File: src/design/hwsem_pkg.sv
// Shared types and constants for the semaphore table unit.
// Used by hwsem_alu and the top level; no dependencies.
package hwsem_pkg;

  localparam int FUNC_W  = 3;
  localparam int SIDX_W  = 5;
  localparam int CPU_W   = 3;
  localparam int OWNER_W = 4;
  localparam int COUNT_W = 8;
  localparam int RANGE_W = 9;

  localparam logic [COUNT_W-1:0] NEST_MAX = {COUNT_W{1'b1}};

  typedef enum logic [FUNC_W-1:0] {
    FN_LOCK     = 3'd0,
    FN_UNLOCK   = 3'd1,
    FN_SPIN_ACQ = 3'd2,
    FN_SPIN_REL = 3'd3,
    FN_STATUS   = 3'd4
  } func_t;

  typedef struct packed {
    logic [OWNER_W-1:0] owner;
    logic [COUNT_W-1:0] count;
  } entry_t;

  typedef struct packed {
    logic [OWNER_W-1:0] owner_code;
    logic               granted;
  } res_t;

endpackage

File: src/design/hwsem_ram.sv
// Generic single-write, single-read RAM with registered read data.
// No dependencies.
module hwsem_ram #(
  parameter int WIDTH = 12,
  parameter int DEPTH = 32
) (
  input  logic                                  clk,
  input  logic                                  wr_en,
  input  logic [((DEPTH > 1) ? $clog2(DEPTH) : 1)-1:0] wr_addr,
  input  logic [WIDTH-1:0]                      wr_data,
  input  logic                                  rd_en,
  input  logic [((DEPTH > 1) ? $clog2(DEPTH) : 1)-1:0] rd_addr,
  output logic [WIDTH-1:0]                      rd_data
);

  logic [WIDTH-1:0] mem_r [DEPTH];
  logic [WIDTH-1:0] rd_data_r;

  always_ff @(posedge clk) begin
    if (wr_en) begin
      mem_r[wr_addr] <= wr_data;
    end
    if (rd_en) begin
      rd_data_r <= mem_r[rd_addr];
    end
  end

  assign rd_data = rd_data_r;

endmodule

File: src/design/hwsem_alu.sv
// Entry update for one semaphore request: next owner, count and reply.
// Depends on hwsem_pkg.
module hwsem_alu (
  input  logic [hwsem_pkg::FUNC_W-1:0] func,
  input  logic [hwsem_pkg::CPU_W-1:0]  cpu,
  input  logic                         idx_ok,
  input  logic                         cpu_ok,
  input  hwsem_pkg::entry_t            cur,
  output hwsem_pkg::entry_t            nxt,
  output logic                         we,
  output hwsem_pkg::res_t              res
);
  import hwsem_pkg::*;

  logic [OWNER_W-1:0] mine;
  entry_t             upd;

  assign mine = OWNER_W'(cpu) + OWNER_W'(1);

  always_comb begin
    upd = cur;
    case (func)
      FN_LOCK: begin
        if (cur.owner == '0) upd.owner = mine;
      end
      FN_UNLOCK: begin
        if (cur.owner == mine) upd.owner = '0;
      end
      FN_SPIN_ACQ: begin
        if (cur.owner == '0 || cur.owner == mine) begin
          upd.owner = mine;
          if (cur.count != NEST_MAX) upd.count = cur.count + COUNT_W'(1);
        end
      end
      FN_SPIN_REL: begin
        if (cur.owner == mine && cur.count != '0) begin
          upd.count = cur.count - COUNT_W'(1);
          if (cur.count == COUNT_W'(1)) upd.owner = '0;
        end
      end
      default: begin
        upd = cur;
      end
    endcase
  end

  always_comb begin
    we             = idx_ok && cpu_ok;
    nxt            = cpu_ok ? upd : cur;
    res.owner_code = idx_ok ? nxt.owner : '0;
    res.granted    = idx_ok && cpu_ok && (nxt.owner == mine);
  end

endmodule

File: src/design/hw_semaphore_with_nested_spinlock_unit.sv
// Semaphore table unit: owner code and nesting count per entry, one reply per request.
// Depends on hwsem_pkg, hwsem_ram and hwsem_alu.
//
// Takes one request per clock while the output is not stalled and returns its reply
// after acceptance through the table RAM read, then the update and write-back into the
// output register. A request that hits the entry written in the same clock takes
// the written value through a bypass register. Entries are unlocked right after
// reset through per-entry valid flops; no clearing pass is needed.
module hw_semaphore_with_nested_spinlock_unit #(
  parameter int NUM_SEMS = 32,
  parameter int NUM_CPUS = 8
) (
  input  logic                          clk,
  input  logic                          rst_n,
  input  logic                          in_valid,
  output logic                          in_stall,
  input  logic [hwsem_pkg::FUNC_W-1:0]  in_func,
  input  logic [hwsem_pkg::SIDX_W-1:0]  in_sem_index,
  input  logic [hwsem_pkg::CPU_W-1:0]   in_cpu_number,
  output logic                          out_valid,
  input  logic                          out_stall,
  output logic [hwsem_pkg::OWNER_W-1:0] out_owner_code,
  output logic                          out_granted
);
  import hwsem_pkg::*;

  localparam int AW = (NUM_SEMS > 1) ? $clog2(NUM_SEMS) : 1;
  localparam int EW = $bits(entry_t);

  logic                in_accept;
  logic                out_free;
  logic                p_advance;
  logic [RANGE_W-1:0]  in_idx_ext;
  logic [AW-1:0]       in_addr;
  logic                in_idx_ok;
  logic                in_cpu_ok;

  logic                p_vld_r, p_vld_nxt;
  logic [FUNC_W-1:0]   p_func_r;
  logic [CPU_W-1:0]    p_cpu_r;
  logic [AW-1:0]       p_addr_r;
  logic                p_idx_ok_r;
  logic                p_cpu_ok_r;

  logic                fwd_r, fwd_nxt;
  entry_t              fwd_data_r;

  logic [NUM_SEMS-1:0] valid_r, valid_nxt;

  logic                out_vld_r, out_vld_nxt;
  res_t                out_res_r;

  logic [EW-1:0]       ram_rd;
  entry_t              cur;
  entry_t              alu_nxt;
  logic                alu_we;
  res_t                alu_res;
  logic                wr_en;

  assign in_accept  = in_valid && !in_stall;
  assign out_free   = !out_vld_r || !out_stall;
  assign p_advance  = p_vld_r && out_free;
  assign in_stall   = p_vld_r && !out_free;

  assign in_idx_ext = RANGE_W'(in_sem_index);
  assign in_addr    = in_idx_ext[AW-1:0];
  assign in_idx_ok  = in_idx_ext < RANGE_W'(NUM_SEMS);
  assign in_cpu_ok  = RANGE_W'(in_cpu_number) < RANGE_W'(NUM_CPUS);

  assign wr_en = p_advance && alu_we;

  hwsem_ram #(
    .WIDTH (EW),
    .DEPTH (NUM_SEMS)
  ) u_table (
    .clk     (clk),
    .wr_en   (wr_en),
    .wr_addr (p_addr_r),
    .wr_data (EW'(alu_nxt)),
    .rd_en   (in_accept),
    .rd_addr (in_addr),
    .rd_data (ram_rd)
  );

  always_comb begin
    if (fwd_r) begin
      cur = fwd_data_r;
    end else if (p_idx_ok_r && valid_r[p_addr_r]) begin
      cur = entry_t'(ram_rd);
    end else begin
      cur = '0;
    end
  end

  hwsem_alu u_alu (
    .func   (p_func_r),
    .cpu    (p_cpu_r),
    .idx_ok (p_idx_ok_r),
    .cpu_ok (p_cpu_ok_r),
    .cur    (cur),
    .nxt    (alu_nxt),
    .we     (alu_we),
    .res    (alu_res)
  );

  always_comb begin
    p_vld_nxt = p_vld_r;
    if (in_accept) begin
      p_vld_nxt = 1'b1;
    end else if (p_advance) begin
      p_vld_nxt = 1'b0;
    end

    fwd_nxt = fwd_r;
    if (in_accept) begin
      fwd_nxt = wr_en && (p_addr_r == in_addr);
    end else if (p_advance) begin
      fwd_nxt = 1'b0;
    end

    valid_nxt = valid_r;
    if (wr_en) begin
      valid_nxt[p_addr_r] = 1'b1;
    end

    out_vld_nxt = out_vld_r;
    if (p_advance) begin
      out_vld_nxt = 1'b1;
    end else if (out_vld_r && !out_stall) begin
      out_vld_nxt = 1'b0;
    end
  end

  always_ff @(posedge clk) begin
    if (!rst_n) begin
      p_vld_r   <= 1'b0;
      fwd_r     <= 1'b0;
      valid_r   <= '0;
      out_vld_r <= 1'b0;
    end else begin
      p_vld_r   <= p_vld_nxt;
      fwd_r     <= fwd_nxt;
      valid_r   <= valid_nxt;
      out_vld_r <= out_vld_nxt;
    end
  end

  always_ff @(posedge clk) begin
    if (in_accept) begin
      p_func_r   <= in_func;
      p_cpu_r    <= in_cpu_number;
      p_addr_r   <= in_addr;
      p_idx_ok_r <= in_idx_ok;
      p_cpu_ok_r <= in_cpu_ok;
      fwd_data_r <= alu_nxt;
    end
    if (p_advance) begin
      out_res_r <= alu_res;
    end
  end

  assign out_valid      = out_vld_r;
  assign out_owner_code = out_res_r.owner_code;
  assign out_granted    = out_res_r.granted;

  a_grant_has_owner: assert property (@(posedge clk) disable iff (!rst_n)
    out_valid && out_granted |-> out_owner_code != '0)
    else $error("granted reply with unlocked owner code");

  a_stall_only_full: assert property (@(posedge clk) disable iff (!rst_n)
    in_stall |-> p_vld_r && out_vld_r)
    else $error("input stalled with a free slot");

  a_bypass_busy: assert property (@(posedge clk) disable iff (!rst_n)
    fwd_r |-> p_vld_r)
    else $error("bypass set with no request in flight");

  a_write_marks_valid: assert property (@(posedge clk) disable iff (!rst_n)
    wr_en |=> valid_r[$past(p_addr_r)])
    else $error("written entry not marked valid");

endmodule

File: config.mk
export PLATFORM = sky130hd
export DESIGN_NAME = hw_semaphore_with_nested_spinlock_unit
export DESIGN_NICKNAME = d
export VERILOG_FILES = /design/src/design/hwsem_pkg.sv /design/src/design/hwsem_ram.sv /design/src/design/hwsem_alu.sv /design/src/design/hw_semaphore_with_nested_spinlock_unit.sv
export SDC_FILE = /design/constraint.sdc
export NUM_CORES = 1
export LEC_CHECK = 0
export BUFFER_PORTS_ARGS = -buffer_cell sky130_fd_sc_hd__clkbuf_2
export CAP_MARGIN = 20
export CELL_PAD_IN_SITES_DETAIL_PLACEMENT = 0
export CELL_PAD_IN_SITES_GLOBAL_PLACEMENT = 2
export CORE_ASPECT_RATIO = 2
export CORE_MARGIN = 4
export CORE_UTILIZATION = 50
export DETAILED_ROUTE_END_ITERATION = 7
export PLACE_DENSITY = 0.94
export RECOVER_POWER = 25
export SYNTH_ARGS = -nofsm -noshare
export SYNTH_HDL_FRONTEND = slang
export SYNTH_HIERARCHICAL = 1
export SYNTH_SLANG_ARGS = --single-unit
File: constraint.sdc
create_clock -name clk -period 9.5 [get_ports clk]
set_input_delay 0 -clock clk [delete_from_list [all_inputs] [get_ports clk]]
set_output_delay 0 -clock clk [all_outputs]
set_load 0.005 [all_outputs]
==> metrics.csv, run 1 <==
stage;metric;value;unit
synth;Yosys top cell area share;66.31;%
floorplanning;Die W;146.6;µm
synth;Main synth FF type;edfxtp_1;
grt;total track usage;21.65;%
grt;pin count of the biggest net entering global routing;88;
layout;commonest non-fill, non-tap cell in the layout;edfxtp_1;
floorplanning;Rows;101;
floorplanning;initial core utilization;50.65;%
worst_hold_path;hold path endpoint;valid_r[18];
sta;relative slew slack;-325.8;%
sta;# setup viols final;0;
pwr;Comb power frac;7.6;%
pwr;Psw;0.9215;mW
sta;Hold Fails Final Rpt;0;
layout;Fill cells;2994;
synth;largest area contributor in the netlist;edfxtp_1;
clocking;Num CTS Buffers;39;
placement;PortBufs;21;
pwr;Reg power frac;54.7;%
pwr;Design Power;4.176;mW
floorplanning;core area;0.03791;mm²
setup_path;Worst setup EP type;flip-flop;
detailed_routing;DRC Markers;0;
placement;RePlAce Congestion;0.8581;
clocking;CTS sink cnt;459;
layout;diodes inserted;0;
sta;unrepaired setup endpoints after global routing;no;
layout;Area growth syn-to-layout;10.12;%
clocking;TritonCTS clock tree;yes;
placement;post-DP HPWL;28510;µm
setup_path;Crit Path Class;primary input to flip-flop;
detailed_routing;final WL;45470;µm
synth;Distinct cells, synth;70;
synth;Seq cells post-synth;459;
layout;Multi-input gate area;0.005328;mm²
pwr;Clock power frac;37.7;%
grt;initial antenna violation count;0;
placement;Placed Cells;1708;
pwr;power per cell area;197.5;mW/mm²
sta;Max Fclk;141.9;MHz
detailed_routing;vias;10980;
layout;nets;1319;
layout;Reg area;0.01343;mm²
clocking;CTS clk-pin slew, worst paths;0.06;ns
job;MaxCap Viol Count;3;
pwr;Net Sw Frac;22.06;%
synth;sequential fraction of the synthesis area;69.96;%
layout;commonest cells after routing, fill and taps aside;edfxtp_1 (424), mux2i_1 (210), nor2_1 (79);
grt;total global routing overflow;0;
detailed_routing;drt wl/cell;25.44;µm
setup_path;r2r setup slk;4.21;ns
sta;Final Cycle Share;74.18;%
layout;Final Non-Filler Cells;1787;
setup_path;crit path max fanout;87;
synth;cell area after synthesis;0.01920;mm²
sta;Worst Skew;0.01892;ns
clocking;post-cts repair resize count;0;
synth;synthesized area per cell;15.51;µm²
setup_path;FF-to-FF path depth;12;
sta;post-route setup slack;2.453;ns
placement;Place WS;4.149;ns
run_status;failing checks;capacitance limit, slew limit;
clocking;clk_lat worst skew;0.55;ns
setup_path;worst reg2reg startpoint;p_addr_r[1];
worst_hold_path;WHS Path Cells;2;
layout;fraction of layout cells with a size suffix above 1;10.73;%
synth;Post-synth EDFFs;424;
run_status;status;complete, but fails checks;
sta;Tmin final;7.047;ns
synth;synth warn;6;
pwr;worst vdd ir;0.1498;mV
setup_path;reg2reg end;u_table/mem_r[28][4];
pwr;Leak Pwr;7.355;nW
clocking;# Post-CTS Setup Buffers;0;
pwr;P_int;3.255;mW
sta;Fin Setup TNS;0;ns
setup_path;Setup crit start kind;primary input;
sta;Slew @ Worst Pin;6.387;ns
grt;vias in the first global route;11210;
synth;Area contributors post-synth;edfxtp_1 (66%), mux2i_1 (11%), dfxtp_1 (3.6%);
sta;max-slew violations;169;
detailed_routing;Final ANT Viol Nets;0;
detailed_routing;Initial DRC Count;930;
synth;Cells after Synth;1238;
clocking;Root Buffer;clkbuf_16;
clocking;H-tree depth;2;
worst_hold_path;hold wc startpoint;rst_n;
setup_path;worst path required time;9.87;ns
floorplanning;I/O Pins;22;
floorplanning;die height;285.1;µm
clocking;hold_buf cts;11;
floorplanning;full die area;0.04179;mm²
detailed_routing;vias per std cell;6.142;
worst_hold_path;worst min path class;primary input to flip-flop;
clocking;CTS max path bufs;3;
setup_path;critical path arrival;7.42;ns
synth;asr flop ratio synth;0;%
detailed_routing;DRT Pass-1 Iters;5;
grt;first-pass GRT wire length;68280;µm
-- flip-flops by register name, summed over array words and instances, names as in the netlist --
register / cells
fwd_data_r: 12
valid_r: 32
u_table/mem_r: 384
out_valid: 1
u_table/rd_data: 12
p_cpu_r: 3
p_addr_r: 5
p_vld_r: 1
out_owner_code: 4
fwd_r: 1
out_granted: 1
p_func_r: 3
-- Yosys cell counts, drive strengths merged (3+ instances only) --
cell,number
edfxtp,424
mux2i,210
nor2,86
a22oi,50
buf,46
nand3,40
a22o,37
nand2,36
dfxtp,35
o21a,34
a21oi,30
clkbuf,21
a31oi,15
nand4,15
nor3,15
o21ai,14
nand3b,13
and2,9
inv,9
or3b,9
nor4,8
xor2,8
o211ai,6
o221ai,6
xnor2,6
and3,5
ha,5
nor2b,5
o22ai,5
nand2b,4
nand4b,3
o31ai,3
or2,3
-- critical path, cell delays in order --
cell	delay, ns
clkbuf_1	4.36
clkbuf_2	1.84
mux2i_1	0.22
a22oi_1	0.24
nand4_1	0.36
nand3_1	0.28
-- cell families after synthesis --
group,share of synthesized area [%]
flops,69.96
other cells,0.01953
fa+ha+maj,0.3258
xor+xnor,0.6777
compound gates,8.100
mux,10.95
simple gates,7.057
buf+inv,2.913
-- stage by stage --
step / instance area, µm² / hold slack, ns / util [%]
detailed placement: 19830 / 0.1850 / 52.31
global route: 21140 / 0.1752 / 55.77
finish: 21140 / 0.1452 / 55.77
floorplan: 19230 / 0.09887 / -
global placement: 19820 / 0.1781 / 52.28
CTS: 21190 / 0.05942 / 55.89
-- area by class of cell --
cell class / instances / area share [%]
Clock inverter: 22 / 1.107
Timing Repair Buffer: 78 / 2.462
Clock buffer: 44 / 4.805
Tap cell: 463 / 2.740
Inverter: 9 / 0.1598
Sequential cell: 459 / 63.53
Multi-Input combinational cell: 712 / 25.20
-- power groups by stage --
| stage | sequential (mW) | clock, mW | combinational (mW) |
|---|---|---|---|
| global route | 2.28 | 1.68 | 0.340 |
| floorplan | 2.32 | 0 | 0.207 |
| finish | 2.28 | 1.58 | 0.317 |
| global placement | 2.33 | 0 | 0.295 |
| CTS | 2.28 | 1.60 | 0.305 |
| detailed placement | 2.33 | 0 | 0.301 |
-- worst max path at each step --
| stage | endpoint | startpoint | cells past startpoint |
|---|---|---|---|
| 2_1_floorplan | fwd_data_r[9] | p_addr_r[2] | 13 |
| 3_3_place_gp | out_granted | p_addr_r[1] | 11 |
| 3_5_place_dp | out_granted | p_addr_r[1] | 11 |
| 4_1_cts | out_granted | p_addr_r[1] | 11 |
| 5_1_grt | u_table/rd_data[10] | in_sem_index[0] | 6 |
| 6_report | u_table/rd_data[11] | in_sem_index[0] | 6 |
-- per-layer routing --
layer  share of wire [%]  wire (µm)  vias to the layer above  GRT usage, %
li1                    -          -                     4945             -
met2                  56      25530                      295         41.63
met1                  36      16310                     5630         23.81
met4                 4.3       1968                        0         9.326
met3                 3.7       1665                      105         2.306
met5                   0          0                        -             0
(Power assumes the default switching activity.)
==> run 2: changes to the inputs <==
Settings changed: ABC_AREA set to 1, CORE_UTILIZATION 50 to 42, PLACE_DENSITY 0.94 to 0.9.
Clock period 9.5 ns to 6.6 ns, I/O delays scaled along.
==> run 2 against run 1 <==
The flow still finishes with violations (capacitance limit, slew limit). Largest cell class unchanged. Non-clock buffer count grew 7. Critical path depth up 16. Via count up 26%. Global-route usage down 0.57 points. Synthesized cell count up 56%. Count of clock-buffer cells in the layout up 6. Sequential share of layout area is 3.2 points lower. Combinational power grew 9.1%. Synthesized area grew 3.8%. Highest routed layer unchanged. Flip-flop and latch count unchanged.
==> metrics.csv, run 2 <==
stage;metric;value;unit;change
run_status;failing checks;capacitance limit, slew limit;;unchanged
detailed_routing;Final ANT Viol Nets;0;;unchanged
setup_path;Crit. Startpoint;p_addr_r[0];;was in_sem_index[0]
synth;Yosys top cell area share;63.90;%;was 66.31%
setup_path;worst reg2reg startpoint;p_addr_r[0];;was p_addr_r[1]
job;MaxCap Viol Count;4;;was 3
pwr;worst vdd ir;0.2217;mV;was 0.1498 mV
layout;largest registers;u_table/mem_r: 384 flops, valid_r: 32 flops;;unchanged
grt;total track usage;21.08;%;was 21.65%
floorplanning;initial core utilization;42.57;%;was 50.65%
layout;nets;1981;;was 1319
layout;largest reg by FF count;u_table/mem_r;;unchanged
detailed_routing;DRC Markers;0;;unchanged
grt;total global routing overflow;0;;unchanged
sta;relative slew slack;-124.0;%;was -325.8%
detailed_routing;DRT Pass-1 Iters;5;;unchanged
clocking;CTS clk-pin slew, worst paths;0.07;ns;was 0.06 ns
pwr;power per cell area;272.7;mW/mm²;was 197.5 mW/mm²
synth;Post-synth EDFFs;424;;unchanged
worst_hold_path;hold wc startpoint;rst_n;;unchanged
floorplanning;die height;316.0;µm;was 285.1 µm
pwr;Leak Pwr;8.606;nW;was 7.355 nW
clocking;CTS sink cnt;459;;unchanged
detailed_routing;vias per std cell;5.268;;was 6.142
synth;synthesized area per cell;10.33;µm²;was 15.51 µm²
synth;largest area contributor in the netlist;edfxtp_1;;unchanged
sta;Slew @ Worst Pin;3.359;ns;was 6.387 ns
synth;Seq cells post-synth;459;;unchanged
clocking;CTS max path bufs;3;;unchanged
layout;Fill cells;4391;;was 2994
setup_path;Worst setup EP type;flip-flop;;unchanged
placement;PortBufs;21;;unchanged
sta;max-slew violations;166;;was 169
detailed_routing;final WL;53760;µm;was 45470 µm
setup_path;Setup crit start kind;flip-flop;;was primary input
sta;Final Cycle Share;65.96;%;
grt;pin count of the biggest net entering global routing;193;;was 88
synth;Distinct cells, synth;39;;was 70
detailed_routing;Initial DRC Count;1146;;was 930
layout;max reg flops;384;;unchanged
synth;count leader, synth;nand2_1;;was edfxtp_1
layout;Area growth syn-to-layout;11.70;%;was 10.12%
clocking;post-cts repair resize count;0;;unchanged
run_status;status;complete, but fails checks;;unchanged
synth;Post-synth top cells;nand2_1 (732), edfxtp_1 (424), nand3_1 (322);;was edfxtp_1 (424), mux2i_1 (210), nor2_1 (86)
synth;sequential fraction of the synthesis area;67.42;%;was 69.96%
placement;post-DP HPWL;33460;µm;was 28510 µm
layout;commonest cells after routing, fill and taps aside;nand2_1 (732), edfxtp_1 (424), nand3_1 (322);;was edfxtp_1 (424), mux2i_1 (210), nor2_1 (79)
sta;Fin Setup TNS;0;ns;unchanged
layout;fraction of layout cells with a size suffix above 1;7.484;%;was 10.73%
sta;# setup viols final;0;;unchanged
sta;Hold Fails Final Rpt;0;;unchanged
sta;Worst Skew;0.03066;ns;was 0.01892 ns
grt;first-pass GRT wire length;81920;µm;was 68280 µm
floorplanning;Rows;112;;was 101
layout;commonest non-fill, non-tap cell in the layout;nand2_1;;was edfxtp_1
synth;cell area after synthesis;0.01992;mm²;was 0.01920 mm²
sta;unrepaired setup endpoints after global routing;no;;unchanged
worst_hold_path;worst min path class;primary input to flip-flop;;unchanged
clocking;TritonCTS clock tree;yes;;unchanged
setup_path;crit path max fanout;33;;was 87
synth;synth warn;6;;unchanged
synth;Area contributors post-synth;edfxtp_1 (64%), nand2_1 (14%), nand3_1 (8.1%);;was edfxtp_1 (66%), mux2i_1 (11%), dfxtp_1 (3.6%)
synth;Main synth FF type;edfxtp_1;;unchanged
layout;Layout Utilization;47.55;%;was 55.77%
placement;RePlAce Congestion;0.8183;;was 0.8581
floorplanning;Die W;162.0;µm;was 146.6 µm
grt;initial antenna violation count;0;;unchanged
sta;Tmin final;4.354;ns;
grt;vias in the first global route;13740;;was 11.21k
synth;Cells after Synth;1929;;was 1238
floorplanning;full die area;0.05120;mm²;was 0.04179 mm²
sta;Max Fclk;229.7;MHz;
floorplanning;core area;0.04680;mm²;was 0.03791 mm²
clocking;Num CTS Buffers;41;;was 39
detailed_routing;vias;13800;;was 10.98k
detailed_routing;drt wl/cell;20.53;µm;was 25.44 µm
synth;asr flop ratio synth;0;%;unchanged
floorplanning;I/O Pins;22;;unchanged
setup_path;worst path required time;6.92;ns;was 9.87 ns
setup_path;critical path arrival;4.67;ns;was 7.42 ns
clocking;H-tree depth;2;;unchanged
setup_path;Crit Path Class;flip-flop to flip-flop;;was primary input to flip-flop
clocking;clk_lat worst skew;0.58;ns;was 0.55 ns
clocking;Root Buffer;clkbuf_16;;unchanged
setup_path;r2r setup slk;2.25;ns;was 4.21 ns
[run 2: critical path, stage by stage, from the launching register on]
cell      delay (ns)
edfxtp_1        0.73
inv_2           0.38
nand2_1         0.08
nand2_1         0.07
nand2_1         0.05
nand2_1         0.09
nand2_1         0.06
nand2_1         0.08
nor2_1          0.05
nand2_2         0.22
nand2_1         0.08
nand2_1         0.19
clkinv_1        0.30
ha_1            0.30
nand3_1         0.11
nand3_1         0.17
inv_2           0.23
nand2_1         0.09
xor2_1          0.15
o21ai_1         0.12
nand2_1         0.08
o21ai_2         0.05
buf_4           0.38
[run 2: worst paths after layout]
check | endpoint | cells past startpoint
setup reg to reg | u_table/mem_r[12][2] | 22
hold / removal | out_valid | 3
setup / recovery | u_table/mem_r[12][2] | 22
hold reg to reg | valid_r[12] | 2
[run 2: final cells by class]
class / count / area, µm² / share of cell area (%)
multi-input cells: 1297 / 5667 / 25.46
inverters: 77 / 296.5 / 1.332
clock buffers: 50 / 1091 / 4.902
repair buffers: 85 / 654.4 / 2.940
flip-flops and latches: 459 / 13430 / 60.36
clock inverters: 23 / 326.6 / 1.467
diodes: 1 / 2.502 / 0.01124
well taps: 627 / 784.5 / 3.525
[run 2: power breakdown]
group	leakage, nW	internal, mW	switching (mW)
Sequential	4.40	3.17	0.0150
Clock	0.673	1.46	1.07
Combinational	3.53	0.0897	0.256
Total	8.61	4.73	1.34
[run 2: cell families (layout without fill, tap and decap cells)]
kind of cell,after synthesis,in the layout,synth area share (%)
adders and majority gates,5,5,0.3140
buffers and inverters,175,235,4.157
DFF,459,459,67.42
AOI/OAI and AO/OA,84,84,2.255
other,1,4,0.01882
xor gates and xnor gates,8,8,0.3517
and+or+nand+nor,1197,1197,25.48
[run 2: per-stage QoR]
stage	hold slack (ns)	instances	setup slack (ns)	area [µm²]	power, mW
after floorplan	0.09887	1931	2.940	19930	3.473
after global placement	0.1900	2524	2.035	20650	3.589
after detailed placement	0.1821	2531	1.894	20740	3.595
after CTS	0.1340	2615	1.861	22270	6.125
after global routing	0.1783	2618	1.742	22250	6.267
final	0.1590	2619	2.246	22260	6.070
[run 2: metal layers]
metal	vias to the layer above	GRT usage, %	share of wire [%]
li1	6613	-	-
met1	6722	23.39	37
met3	124	2.107	3.4
met2	337	39.35	54
met4	0	11.33	5.6
met5	-	0	0
[run 2: repair_timing]
action	CTS	global route
hold buffers	11	0
setup buffers	0	0
endpoints found under the hold margin	17	0
==> run 3: changes to the inputs <==
Settings changed: CORE_UTILIZATION 42 to 38, PLACE_DENSITY 0.9 to 0.86.
Clock period 6.6 ns to 3.7 ns, I/O delays scaled along.
==> run 3 against run 2 <==
The run still ends with capacitance limit, slew limit left. Worst setup slack lost 2.0 ns. Clock skew is 0.011 ns lower. Largest cell class unchanged. Critical path depth fell by 2. Global-route usage decreased by 0.60 points. Via count rose by 2.5%. Count of clock-buffer cells in the layout up 2. Highest routed layer unchanged.
==> metrics.csv, run 3 (synthesized netlist as in run 2, its figures left out) <==
stage;metric;value;unit;change
sta;Final Cycle Share;93.79;%;was 65.96%
setup_path;Setup crit start kind;flip-flop;;unchanged
clocking;Root Buffer;clkbuf_16;;unchanged
floorplanning;core area;0.05182;mm²;was 0.04680 mm²
layout;Area growth syn-to-layout;13.58;%;was 11.70%
layout;Fill cells;4821;;was 4391
layout;nets;2033;;was 1981
sta;# setup viols final;0;;unchanged
layout;largest reg by FF count;u_table/mem_r;;unchanged
placement;RePlAce Congestion;0.8731;;was 0.8183
layout;fraction of layout cells with a size suffix above 1;10.37;%;was 7.484%
sta;relative slew slack;-78.96;%;was -124.0%
sta;Slew @ Worst Pin;2.684;ns;was 3.359 ns
pwr;Leak Pwr;8.860;nW;was 8.606 nW
worst_hold_path;worst min path class;primary input to flip-flop;;unchanged
clocking;TritonCTS clock tree;yes;;unchanged
detailed_routing;DRT Pass-1 Iters;5;;unchanged
grt;total global routing overflow;0;;unchanged
floorplanning;I/O Pins;22;;unchanged
run_status;failing checks;capacitance limit, slew limit;;unchanged
grt;initial antenna violation count;0;;unchanged
sta;Tmin final;3.470;ns;was 4.354 ns
sta;Max Fclk;288.2;MHz;was 229.7 MHz
sta;Hold Fails Final Rpt;0;;unchanged
placement;post-DP HPWL;37630;µm;was 33460 µm
detailed_routing;Final ANT Viol Nets;0;;unchanged
layout;largest registers;u_table/mem_r: 384 flops, valid_r: 32 flops;;unchanged
setup_path;worst path required time;4.00;ns;was 6.92 ns
pwr;Design Power;10.41;mW;was 6.070 mW
layout;Multi-input gate area;0.005720;mm²;was 0.005667 mm²
detailed_routing;Initial DRC Count;995;;was 1146
job;MaxCap Viol Count;4;;unchanged
grt;vias in the first global route;13840;;was 13.74k
placement;placed cell area;0.02123;mm²;was 0.02074 mm²
clocking;H-tree depth;2;;unchanged
clocking;CTS sink cnt;459;;unchanged
layout;diodes inserted;0;;was 1
clocking;clk_lat worst skew;0.57;ns;was 0.58 ns
sta;unrepaired setup endpoints after global routing;yes;;was no
layout;Reg area;0.01343;mm²;unchanged
grt;pin count of the biggest net entering global routing;118;;was 193
detailed_routing;final WL;58530;µm;was 53760 µm
detailed_routing;drt wl/cell;21.64;µm;was 20.53 µm
setup_path;Worst setup EP type;flip-flop;;unchanged
pwr;power per cell area;460.1;mW/mm²;was 272.7 mW/mm²
sta;hold slack;0.1326;ns;was 0.1590 ns
clocking;CTS clk-pin slew, worst paths;0.07;ns;about the same
clocking;Num CTS Buffers;41;;unchanged
setup_path;critical path arrival;3.77;ns;was 4.67 ns
setup_path;Crit Path Class;flip-flop to flip-flop;;unchanged
floorplanning;die height;331.8;µm;was 316.0 µm
grt;total track usage;20.48;%;was 21.08%
detailed_routing;DRC Markers;0;;unchanged
setup_path;crit path max fanout;24;;was 33
layout;commonest non-fill, non-tap cell in the layout;nand2_1;;unchanged
layout;post-route design area;0.02263;mm²;was 0.02226 mm²
floorplanning;initial core utilization;38.45;%;was 42.57%
grt;first-pass GRT wire length;86810;µm;was 81920 µm
floorplanning;full die area;0.05638;mm²;was 0.05120 mm²
clocking;CTS max path bufs;3;;unchanged
layout;commonest cells after routing, fill and taps aside;nand2_1 (729), edfxtp_1 (424), nand3_1 (321);;was nand2_1 (732), edfxtp_1 (424), nand3_1 (322)
floorplanning;Die W;169.9;µm;was 162.0 µm
run_status;status;complete, but fails checks;;unchanged
sta;Worst Skew;0.01958;ns;was 0.03066 ns
detailed_routing;vias;14140;;was 13.80k
pwr;worst vdd ir;0.2695;mV;was 0.2217 mV
floorplanning;Rows;118;;was 112
placement;PortBufs;21;;unchanged
sta;max-slew violations;277;;was 166
detailed_routing;vias per std cell;5.228;;was 5.268
layout;max reg flops;384;;unchanged
layout;Layout Utilization;43.67;%;was 47.55%
-- run 3: worst paths after layout --
check / startpoint / to / slack [ns] / depth (start not counted)
worst max-delay path: p_addr_r[4] / u_table/mem_r[11][1] / 0.23 / 20
worst min register to register: valid_r[16] / valid_r[16] / 0.47 / 2
worst max register to register: p_addr_r[4] / u_table/mem_r[11][1] / 0.23 / 20
worst min-delay path: rst_n / valid_r[16] / 0.13 / 3
-- run 3: per-layer routing --
| layer | vias up | global-route usage, % | routed length (µm) |
|---|---|---|---|
| li1 | 6725 | - | - |
| met1 | 6908 | 21.95 | 19950 |
| met2 | 384 | 38.88 | 32610 |
| met3 | 126 | 1.905 | 2181 |
| met4 | 0 | 10.77 | 3796 |
| met5 | - | 0 | 0 |
-- run 3: timing repair --
action | CTS | global route
endpoints found under the setup margin | 0 | 320
setup buffers | 0 | 2
hold buffers | 10 | 0
hold endpoints to repair | 16 | 0
resized for setup | 0 | 25
-- run 3: worst max-delay path: stages, from the launching register on --
cell and delay, ns:
edfxtp_1 0.55, buf_4 0.23, nor3_1 0.19, nand2_1 0.08, nand2_1 0.09, nor2_1 0.06
nand2_2 0.19, nand2_1 0.09, nand2_2 0.11, ha_1 0.20, inv_1 0.07, nor3_2 0.20
nand3_1 0.14, nand2_4 0.12, buf_4 0.14, a21oi_1 0.06, o21ai_1 0.08, o21ai_1 0.08
nand2_1 0.11, o21ai_4 0.14, buf_16 0.24
-- run 3: through the flow --
| step | setup WS [ns] | setup TNS (ns) | cells |
|---|---|---|---|
| 5_1_grt | -0.003882 | -0.03078 | 2705 |
| 4_1_cts | 0.1076 | 0 | 2700 |
| 3_5_place_dp | 0.1360 | 0 | 2615 |
| 6_report | 0.2296 | 0 | 2705 |
| 3_3_place_gp | 0.1402 | 0 | 2613 |
| 2_1_floorplan | 0.04019 | 0 | 1931 |
-- run 3: cell type report --
| cell class | instances | area share [%] |
|---|---|---|
| Clock buffer | 52 | 4.949 |
| Clock inverter | 23 | 0.6027 |
| Inverter | 77 | 1.321 |
| Multi-Input combinational cell | 1297 | 25.28 |
| Sequential cell | 459 | 59.36 |
| Tap cell | 660 | 3.649 |
| Timing Repair Buffer | 137 | 4.838 |
-- run 3: power by group --
part           internal (mW)  leakage, nW  total [mW]  switching [mW]
Sequential              5.66         4.40        5.68          0.0170
Clock                   2.16        0.605        4.05            1.89
Combinational          0.180         3.85       0.681           0.501
Total                   8.00         8.86        10.4            2.41
